**src/rtl/jtf_pkg.sv**
```systemverilog
`timescale 1ns / 1ps
// Package for the true-flag key scanner: phase codes, character constants
// and the key/word byte lookups. No dependencies.
package jtf_pkg;

    localparam int PHASE_W = 4;
    typedef logic [PHASE_W-1:0] phase_t;
    typedef logic [7:0]         byte_t;

    // scan phases: 0..7 key bytes matched, then the colon and word steps
    localparam phase_t PH_IDLE       = phase_t'(0);
    localparam phase_t PH_PRE_COLON  = phase_t'(8);
    localparam phase_t PH_POST_COLON = phase_t'(9);
    localparam phase_t PH_T1         = phase_t'(10);
    localparam phase_t PH_T2         = phase_t'(11);
    localparam phase_t PH_T3         = phase_t'(12);
    localparam phase_t PH_TRUE_DONE  = phase_t'(13);

    localparam byte_t CH_NUL   = 8'h00;
    localparam byte_t CH_TAB   = 8'h09;
    localparam byte_t CH_LF    = 8'h0A;
    localparam byte_t CH_CR    = 8'h0D;
    localparam byte_t CH_SPACE = 8'h20;
    localparam byte_t CH_QUOTE = 8'h22;
    localparam byte_t CH_COMMA = 8'h2C;
    localparam byte_t CH_COLON = 8'h3A;
    localparam byte_t CH_RBRACE = 8'h7D;

    // quoted key "resync", quotes included
    function automatic byte_t key_byte(input logic [2:0] idx);
        byte_t b;
        unique case (idx)
            3'd0:    b = CH_QUOTE;
            3'd1:    b = 8'h72; // r
            3'd2:    b = 8'h65; // e
            3'd3:    b = 8'h73; // s
            3'd4:    b = 8'h79; // y
            3'd5:    b = 8'h6E; // n
            3'd6:    b = 8'h63; // c
            default: b = CH_QUOTE;
        endcase
        return b;
    endfunction

    // word "true"
    function automatic byte_t word_byte(input logic [1:0] idx);
        byte_t b;
        unique case (idx)
            2'd0:    b = 8'h74; // t
            2'd1:    b = 8'h72; // r
            2'd2:    b = 8'h75; // u
            default: b = 8'h65; // e
        endcase
        return b;
    endfunction

endpackage

```
**src/rtl/json_true_flag_key_scanner_core.sv**
```systemverilog
`timescale 1ns / 1ps
// The result of a last byte is registered in the result queue; m_tvalid is high in the cycle after its request.
// Throughput: one byte per clock while the result queue is not full; the scan state updates in the accepting cycle.
// A two-entry result queue keeps s_tready high while one result waits.
// Reset (rst_n low, asynchronous): scan at key position zero, no match,
// message open, result queue empty.
// Top level of the true-flag key scanner; depends on jtf_pkg.
module json_true_flag_key_scanner_core
(
    input  logic                 clk,
    input  logic                 rst_n,
    input  logic                 s_tvalid,
    output logic                 s_tready,
    input  jtf_pkg::byte_t       s_tdata,   // [7:0] msg_byte
    input  logic                 s_tlast,   // is_last
    output logic                 m_tvalid,
    input  logic                 m_tready,
    output logic [7:0]           m_tdata    // [0] flag_found, [7:1] zero
);
    import jtf_pkg::*;

    // scan state
    phase_t     phase_reg, phase_next;
    logic       seen_reg, seen_next;
    logic       ended_reg, ended_next;

    // result queue: head in slot 0
    logic [1:0] cnt_reg, cnt_next;
    logic [1:0] q_reg, q_next;

    logic       accept;
    logic       push;
    logic       pop;
    logic       flag;
    logic       is_blank;
    logic       is_space;
    phase_t     restart;
    phase_t     scan_phase;
    logic       scan_seen;

    assign accept   = s_tvalid && s_tready;
    assign push     = accept && s_tlast;
    assign pop      = m_tvalid && m_tready;
    assign s_tready = (cnt_reg != 2'd2);
    assign m_tvalid = (cnt_reg != 2'd0);
    assign m_tdata  = {7'd0, q_reg[0]};

    assign is_blank = (s_tdata == CH_SPACE) || (s_tdata == CH_TAB);
    assign is_space = is_blank || (s_tdata == CH_CR) || (s_tdata == CH_LF);
    // a failing byte may itself open the key
    assign restart  = (s_tdata == CH_QUOTE) ? phase_t'(1) : PH_IDLE;

    // one byte through the matcher
    always_comb
    begin
        scan_phase = restart;
        scan_seen  = seen_reg;
        if (phase_reg < PH_PRE_COLON)
        begin
            if (s_tdata == key_byte(phase_reg[2:0]))
                scan_phase = phase_reg + phase_t'(1);
        end
        else
        begin
            unique case (phase_reg)
                PH_PRE_COLON:
                begin
                    if (is_blank)
                        scan_phase = phase_reg;
                    else if (s_tdata == CH_COLON)
                        scan_phase = PH_POST_COLON;
                end
                PH_POST_COLON:
                begin
                    if (is_space)
                        scan_phase = phase_reg;
                    else if (s_tdata == word_byte(2'd0))
                        scan_phase = PH_T1;
                end
                PH_T1, PH_T2, PH_T3:
                begin
                    // T1 wants 'r', T2 'u', T3 'e'
                    if (s_tdata == word_byte(phase_reg[1:0] - 2'd1))
                        scan_phase = phase_reg + phase_t'(1);
                end
                PH_TRUE_DONE:
                begin
                    if (is_space || (s_tdata == CH_COMMA) || (s_tdata == CH_RBRACE))
                        scan_seen = 1'b1;
                end
                default:
                begin
                    // unreachable codes act as a failed candidate
                end
            endcase
        end
    end

    // message-level handling: zero byte, trailing bytes, end of message
    always_comb
    begin
        phase_next = phase_reg;
        seen_next  = seen_reg;
        ended_next = ended_reg;
        flag       = 1'b0;
        if (accept)
        begin
            if (!ended_reg)
            begin
                if (s_tdata == CH_NUL)
                begin
                    if (phase_reg == PH_TRUE_DONE)
                        seen_next = 1'b1;
                    ended_next = 1'b1;
                end
                else
                begin
                    phase_next = scan_phase;
                    seen_next  = scan_seen;
                end
            end
            if (s_tlast)
            begin
                // end of message terminates a complete "true"
                flag = seen_next || (!ended_next && (phase_next == PH_TRUE_DONE));
                phase_next = PH_IDLE;
                seen_next  = 1'b0;
                ended_next = 1'b0;
            end
        end
    end

    // result queue next state
    always_comb
    begin
        q_next   = q_reg;
        cnt_next = cnt_reg;
        if (pop)
        begin
            q_next[0] = q_reg[1];
            cnt_next  = cnt_reg - 2'd1;
        end
        if (push)
        begin
            if (cnt_next == 2'd0)
                q_next[0] = flag;
            else
                q_next[1] = flag;
            cnt_next = cnt_next + 2'd1;
        end
    end

    always_ff @(posedge clk or negedge rst_n)
    begin
        if (!rst_n)
        begin
            phase_reg <= PH_IDLE;
            seen_reg  <= 1'b0;
            ended_reg <= 1'b0;
            cnt_reg   <= 2'd0;
        end
        else
        begin
            phase_reg <= phase_next;
            seen_reg  <= seen_next;
            ended_reg <= ended_next;
            cnt_reg   <= cnt_next;
        end
    end

    always_ff @(posedge clk)
    begin
        q_reg <= q_next;
    end

`ifndef SYNTHESIS
    // queue never overfills
    a_cnt_bound: assert property (@(posedge clk) disable iff (!rst_n)
        cnt_reg != 2'd3)
        else $error("result queue overflow");

    // a last byte clears the scan state
    a_last_clears: assert property (@(posedge clk) disable iff (!rst_n)
        (accept && s_tlast) |=> (phase_reg == PH_IDLE && !seen_reg && !ended_reg))
        else $error("state not cleared after last byte");

    // a request with a last byte always leaves a result pending
    a_last_result: assert property (@(posedge clk) disable iff (!rst_n)
        (accept && s_tlast) |=> m_tvalid)
        else $error("result missing after last byte");

    // the zero-byte mark holds until the message ends
    a_ended_holds: assert property (@(posedge clk) disable iff (!rst_n)
        (ended_reg && !(accept && s_tlast)) |=> ended_reg)
        else $error("end-of-message mark lost");
`endif

endmodule

```
**config.mk**
```make
export PLATFORM = sky130hd
export DESIGN_NAME = json_true_flag_key_scanner_core
export DESIGN_NICKNAME = d
export VERILOG_FILES = /design/src/rtl/jtf_pkg.sv /design/src/rtl/json_true_flag_key_scanner_core.sv
export SDC_FILE = /design/constraint.sdc
export NUM_CORES = 1
export LEC_CHECK = 0
export ABC_AREA = 1
export BUFFER_PORTS_ARGS = -buffer_cell sky130_fd_sc_hd__buf_2
export CAP_MARGIN = 20
export CELL_PAD_IN_SITES_DETAIL_PLACEMENT = 0
export CELL_PAD_IN_SITES_GLOBAL_PLACEMENT = 1
export CORE_MARGIN = 8
export CORE_UTILIZATION = 35
export DETAILED_ROUTE_END_ITERATION = 10
export HOLD_SLACK_MARGIN = 0.02
export PLACE_DENSITY = 0.76
export SETUP_SLACK_MARGIN = 0.3
export SYNTH_ARGS = -nofsm -noshare
export SYNTH_HDL_FRONTEND = slang
export SYNTH_SLANG_ARGS = --single-unit
export TNS_END_PERCENT = 30
```
**constraint.sdc**
```tcl
create_clock -name clk -period 1.99 [get_ports clk]
set_input_delay 0.0995 -clock clk [delete_from_list [all_inputs] [get_ports clk]]
set_output_delay 0.0995 -clock clk [all_outputs]
set_load 0.1 [all_outputs]
```
# Word-level counts from Yosys, hierarchy flattened
# Index checks and enable logic that the tools add are counted.
dict set report classes {
  addsub 4
  n_lt_le_gt_ge 1
  n_eq_ne 27
  n_mux 37
  n_bitwise 1
  reduce_logical 17
}
# cell count
set ops {}
lappend ops {{$mux 4} 11}
lappend ops {{$pmux 7 s6} 1}
lappend ops {{$eq 8x6->1 const B} 4}
lappend ops {{$eq 4x4->1 const B} 7}
lappend ops {{$eq 8x4->1 const B} 3}
lappend ops {{$mux 8} 3}
lappend ops {{$mux 1} 18}
lappend ops {{$eq 8x7->1 const B} 2}
lappend ops {{$eq 8x8->1} 2}
lappend ops {{$pmux 5 s3} 1}
lappend ops {{$pmux 4 s3} 1}
lappend ops {{$eq 3x3->1 const B} 3}
lappend ops {{$logic_not 8->1} 1}
lappend ops {{$eq 3x2->1 const B} 2}
lappend ops {{$logic_or 1x1->1} 6}
lappend ops {{$add 4x1->4 const B} 1}
lappend ops {{$logic_and 1x1->1} 4}
lappend ops {{$logic_not 2->1} 2}
lappend ops {{$lt 4x4->1 const B} 1}
lappend ops {{$mux 2} 2}
lappend ops {{$sub 2x1->2 const B} 2}
lappend ops {{$eq 3x1->1 const B} 1}
lappend ops {{$reduce_or 3->1} 1}
lappend ops {{$add 2x1->2 const B} 1}
lappend ops {{other kinds (7)} 7}
dict set report word_totals {
  reg_bits 10
  word_cells 93
}

# Depth between registers and ports, before layout
dict set report logic_depth {
  ltp_word 19
  mapped_depth 21
}

# Worst setup path before layout
# No wires, ideal clock.
dict set report synth_timing {
  path_kind {reg-to-reg}
  start {reg cnt_reg[0]}
  end {reg q_reg[1] (enable)}
  setup_ns 0.299
  arrival_ns 1.958
  t_required_ns 1.691
  path_slack_ns -0.267
  path_stages_with_launch 8
  n_path_buf 0
  period_less_slack_ns 2.257
  cell_sequence {dfrtp_1 inv_1 ha_1 inv_1 nand2_1 xor2_1 ha_1 nor2_1}
}
dict set report synth_via {
  elab_chain_len 6
  elab_cells_between_ends 10
  classes_between {add/sub (1); eq/ne (1); mux (1); bitwise (1); reduce/logical (6)}
}
# element line_no
set synth_rtl {}
lappend synth_rtl {{from (decl)} json_true_flag_key_scanner_core.sv:28} ;# logic [1:0] cnt_reg, cnt_next;
lappend synth_rtl {{from (signal assigned)} json_true_flag_key_scanner_core.sv:167} ;# cnt_reg <= cnt_next;
lappend synth_rtl {{$reduce_bool 2->1} json_true_flag_key_scanner_core.sv:45} ;# assign m_tvalid = (cnt_reg != 2'd0);
lappend synth_rtl {{net m_tvalid} json_true_flag_key_scanner_core.sv:16} ;# output logic m_tvalid,
lappend synth_rtl {{$logic_and 1x1->1} json_true_flag_key_scanner_core.sv:43} ;# assign pop = m_tvalid && m_tready;
lappend synth_rtl {{$mux 2} json_true_flag_key_scanner_core.sv:138} ;# if (pop)
lappend synth_rtl {{$logic_not 2->1} json_true_flag_key_scanner_core.sv:145} ;# if (cnt_next == 2'd0)
lappend synth_rtl {{$not 1->1 (no source line)} -}
lappend synth_rtl {{$reduce_and 2->1 (no source line)} -}
lappend synth_rtl {{to (signal assigned)} json_true_flag_key_scanner_core.sv:173} ;# q_reg <= q_next;
lappend synth_rtl {{to (decl)} json_true_flag_key_scanner_core.sv:29} ;# logic [1:0] q_reg, q_next;
# The timed path passes the listed nets, and every way through them passes these cells.
# A chain may end at the register's enable or synchronous reset.

# Worst setup path in the final report
dict set report layout_timing {
  start {reg phase_reg[1]}
  end {reg q_reg[1], data pin}
}
dict set report layout_via {
  elab_chain_len 17
  elab_cells_between_ends 46
  classes_between {add/sub (2); order compare (1); eq/ne (17); mux (22); reduce/logical (4)}
}
# element line_no
set layout_rtl {}
lappend layout_rtl {{from (decl)} json_true_flag_key_scanner_core.sv:23} ;# phase_t phase_reg, phase_next;
lappend layout_rtl {{from (signal assigned)} json_true_flag_key_scanner_core.sv:164} ;# phase_reg <= phase_next;
lappend layout_rtl {{$sub 2x1->2} json_true_flag_key_scanner_core.sv:83} ;# if (s_tdata == word_byte(phase_reg[1:0] - 2'd1))
lappend layout_rtl {{$eq 2x2->1, or another cell as far along} jtf_pkg.sv:48} ;# unique case (idx)
lappend layout_rtl {{$pmux 5 s3} jtf_pkg.sv:48}
lappend layout_rtl {{$mux 8} json_true_flag_key_scanner_core.sv:65} ;# unique case (phase_reg)
lappend layout_rtl {{$mux 8} json_true_flag_key_scanner_core.sv:58} ;# if (phase_reg < PH_PRE_COLON)
lappend layout_rtl {{$eq 8x8->1} json_true_flag_key_scanner_core.sv:83}
lappend layout_rtl {{$mux 4} json_true_flag_key_scanner_core.sv:83}
lappend layout_rtl {{$pmux 4 s3} json_true_flag_key_scanner_core.sv:65}
lappend layout_rtl {{(+2 left out)} -}
lappend layout_rtl {{$mux 4} json_true_flag_key_scanner_core.sv:108} ;# if (!ended_reg)
lappend layout_rtl {{$mux 4} json_true_flag_key_scanner_core.sv:106} ;# if (accept)
lappend layout_rtl {{$eq 4x4->1} json_true_flag_key_scanner_core.sv:125} ;# flag = seen_next || (!ended_next && (phase_next == PH_TRUE_DONE));
lappend layout_rtl {{$logic_and 1x1->1} json_true_flag_key_scanner_core.sv:125}
lappend layout_rtl {{$logic_or 1x1->1 *} json_true_flag_key_scanner_core.sv:125}
lappend layout_rtl {{$mux 1 *} json_true_flag_key_scanner_core.sv:122} ;# if (s_tlast)
lappend layout_rtl {{$mux 1 *} json_true_flag_key_scanner_core.sv:106}
lappend layout_rtl {{net flag} json_true_flag_key_scanner_core.sv:34} ;# logic flag;
# The timed path passes the listed nets; every way through them passes the cells marked *. The select of a mux whose other input is x is not followed.

==> flow_summary.json <==
{
  "clock_latency_ps": 230,
  "drc_errors": 0,
  "worstHoldEndpoint": "phase_reg[2]",
  "cts_tree": "yes",
  "cts_buffer_depth": 2,
  "r2r_end": "q_reg[1]",
  "fin_skew_ps": 1.48,
  "gr-usage-all-layers": 0.127,
  "worstHoldStart": "s_tlast",
  "placed_area_um2": 1690,
  "yosys-top-cells-area": "nand2_1 (19%), dfrtp_1 (14%), ha_1 (7.8%)",
  "final-setup-viol-count": 3,
  "antenna_found_initial": 0,
  "p_total_mw": 1.17,
  "syn_area_um2": 1440,
  "critical_path.endpoint_type": "flip-flop",
  "drt_wl_total_um": 3890,
  "irDropWorstVdd_uv": 957,
  "numCtsBuffers": 3,
  "viasPerCell": 4.67,
  "dieArea_um2": 6410,
  "nNetsFinal": 303,
  "area.growth.synth_to_final_pct": 32.9,
  "syn_inst": 241,
  "leakagePower_nw": 0.953,
  "utilization": 0.481,
  "violations": "setup timing",
  "dp.cells": 321,
  "clk_pin_slew_worst_paths_ps": 50,
  "drtAntennaViolNets": 0,
  "holdWs_ps": 162,
  "drt_iter0_markers": 73,
  "synth_top_area_share": 0.193,
  "hold_viol": 0,
  "critPathMaxFanout": 5,
  "worst-r2r-cell-count": 18,
  "power_density_nw_per_um2": 614,
  "start_kind": "flip-flop",
  "dr.pass1.iters": 4,
  "rsz0062_at_grt": "yes",
  "setup_ws_ps": -155,
  "maxCapViolCount": 0,
  "rows": 23,
  "grt_pass1_vias": 1549,
  "drv_slew": 0,
  "via_count": 1540,
  "worstPathArrival_ps": 2130,
  "yosys_warnings": 0,
  "post-dp-hpwl_um": 3120,
  "synth_cell_types": 28,
  "yosysTopAreaCell": "nand2_1",
  "diodes": 0,
  "start_util": 0.362,
  "worst-r2r-setup-slack_ps": -150,
  "die_w_um": 80.1,
  "io_pins": 23,
  "status": "finished, violations left",
  "hold_path.class": "input port to flip-flop",
  "grt_overflow": 0,
  "hold_depth": 4,
  "crit_type": "flip-flop to flip-flop",
  "drive_gt1_frac": 0.379,
  "grt_start_max_net_pins": 9,
  "period_share": 1.08,
  "required_ps": 1970,
  "r2r-start": "phase_reg[1]",
  "die_h_um": 80.1,
  "finalCriticalPeriod_ps": 2140,
  "routabilityCongestion": 0.803,
  "grt_pass1_wl_um": 6670,
  "yosysSeqAreaShare": 0.174,
  "cts_sinks": 10,
  "stdcell_area_um2": 1910,
  "synth_area_per_cell_um2": 5.96,
  "max_freq_mhz": 466,
  "fp.coreArea_um2": 3970,
  "largest_reg_flops": 4,
  "wire_per_inst_um": 11.8,
  "clock-root-buffer": "clkbuf_8",
  "port_buffers": 15,
  "htree_num_levels": 1,
  "stdcell_count": 330,
  "ys_ff_latch": 10
}
per-layer routing:
layer | GRT usage | up-vias | wire [µm]
met5 | 0 | - | 0
met4 | 0.0455 | 0 | 37
met2 | 0.213 | 25 | 1860
li1 | - | 818 | -
met3 | 0.0257 | 4 | 149
met1 | 0.155 | 693 | 1840
cells in the mapped netlist:
| cell | count |
|---|---|
| o22ai_1 | 2 |
| conb_1 | 1 |
| nand3_2 | 5 |
| a21oi_1 | 7 |
| mux2_2 | 1 |
| inv_2 | 9 |
| nand2_4 | 1 |
| nor3_1 | 4 |
| nor2_4 | 1 |
| nand3_1 | 18 |
| inv_1 | 24 |
| ha_1 | 9 |
| nor2_2 | 3 |
| nor2_1 | 29 |
| o21ai_0 | 7 |
| xor2_1 | 3 |
| nand2_1 | 74 |
| nand3b_1 | 1 |
| buf_6 | 2 |
| inv_8 | 1 |
| edfxtp_1 | 1 |
| dfxtp_1 | 1 |
| a211oi_1 | 1 |
| buf_4 | 9 |
| nand4_1 | 5 |
| xnor2_1 | 1 |
| dfrtp_1 | 8 |
| nand2_2 | 13 |
per-stage QoR:
step / worst slack [ps] / TNS, ps
finish: -155 / -358
global route: -314 / -1020
CTS: -128 / -270
detailed placement: -224 / -566
global placement: -255 / -712
floorplan: -77.5 / -239
cell usage in the layout, fill, tap and decap left out, drive strengths merged, types with 5 or more instances in the layout:
cell / n
dfrtp: 8
inv: 32
ha: 9
o21ai: 7
a21oi: 7
nand2: 88
nor2: 33
nand3: 23
conb: 7
nand4: 5
buf: 39
how the worst max path moves through the flow:
stage / endpoint / startpoint / slack (ps)
floorplan: q_reg[0] / cnt_reg[0] / -80
global placement: q_reg[1] / phase_reg[1] / -260
detailed placement: q_reg[1] / phase_reg[1] / -220
CTS: q_reg[1] / phase_reg[1] / -130
global route: q_reg[0] / phase_reg[1] / -310
finish: q_reg[1] / phase_reg[1] / -150
timing repair:
action | in CTS | in global routing
hold buffers | 1 | 0
endpoints found under the hold margin | 8 | 0
setup endpoints to repair | 6 | 8
resized for setup | 22 | 14
pin swaps | 14 | 9
setup buffers | 4 | 0
where the power goes:
part | internal [mW] | switching [mW] | total (mW)
clock | 0.174 | 0.0799 | 0.254
combinational | 0.154 | 0.495 | 0.649
sequential | 0.244 | 0.0250 | 0.269
logic make-up after synthesis:
logic type	share of synthesized area
buffers and inverters	0.157
XOR/XNOR	0.0244
other	0.00261
adder cells (fa/ha/maj)	0.0784
flip-flops	0.174
AND/OR/NAND/NOR	0.493
AO/OA/AOI/OAI	0.0627
multiplexers	0.00784
cell type report:
type                       instances  area (µm²)
fill                             417        2060
tap                               50        62.6
clock buffer                       4        55.1
multi-input combinational        192        1110
timing repair buffer              40         284
inverter                          34         145
sequential                        10         253
critical path, stage by stage (launching register included):
cell and delay (ps):
dfrtp_2 440, buf_6 140, ha_4 180, inv_2 50
nand2_1 40, nand3_1 80, nand2_1 50, nor2_1 90
nand2_1 100, nor2_4 170, nand3_2 80, nand2_2 80
nand2_1 50, nand2_1 50, nand2_1 70, nand2_1 60
inv_1 40, nand2_2 60, a21oi_2 50
(Power assumes the default switching activity.)
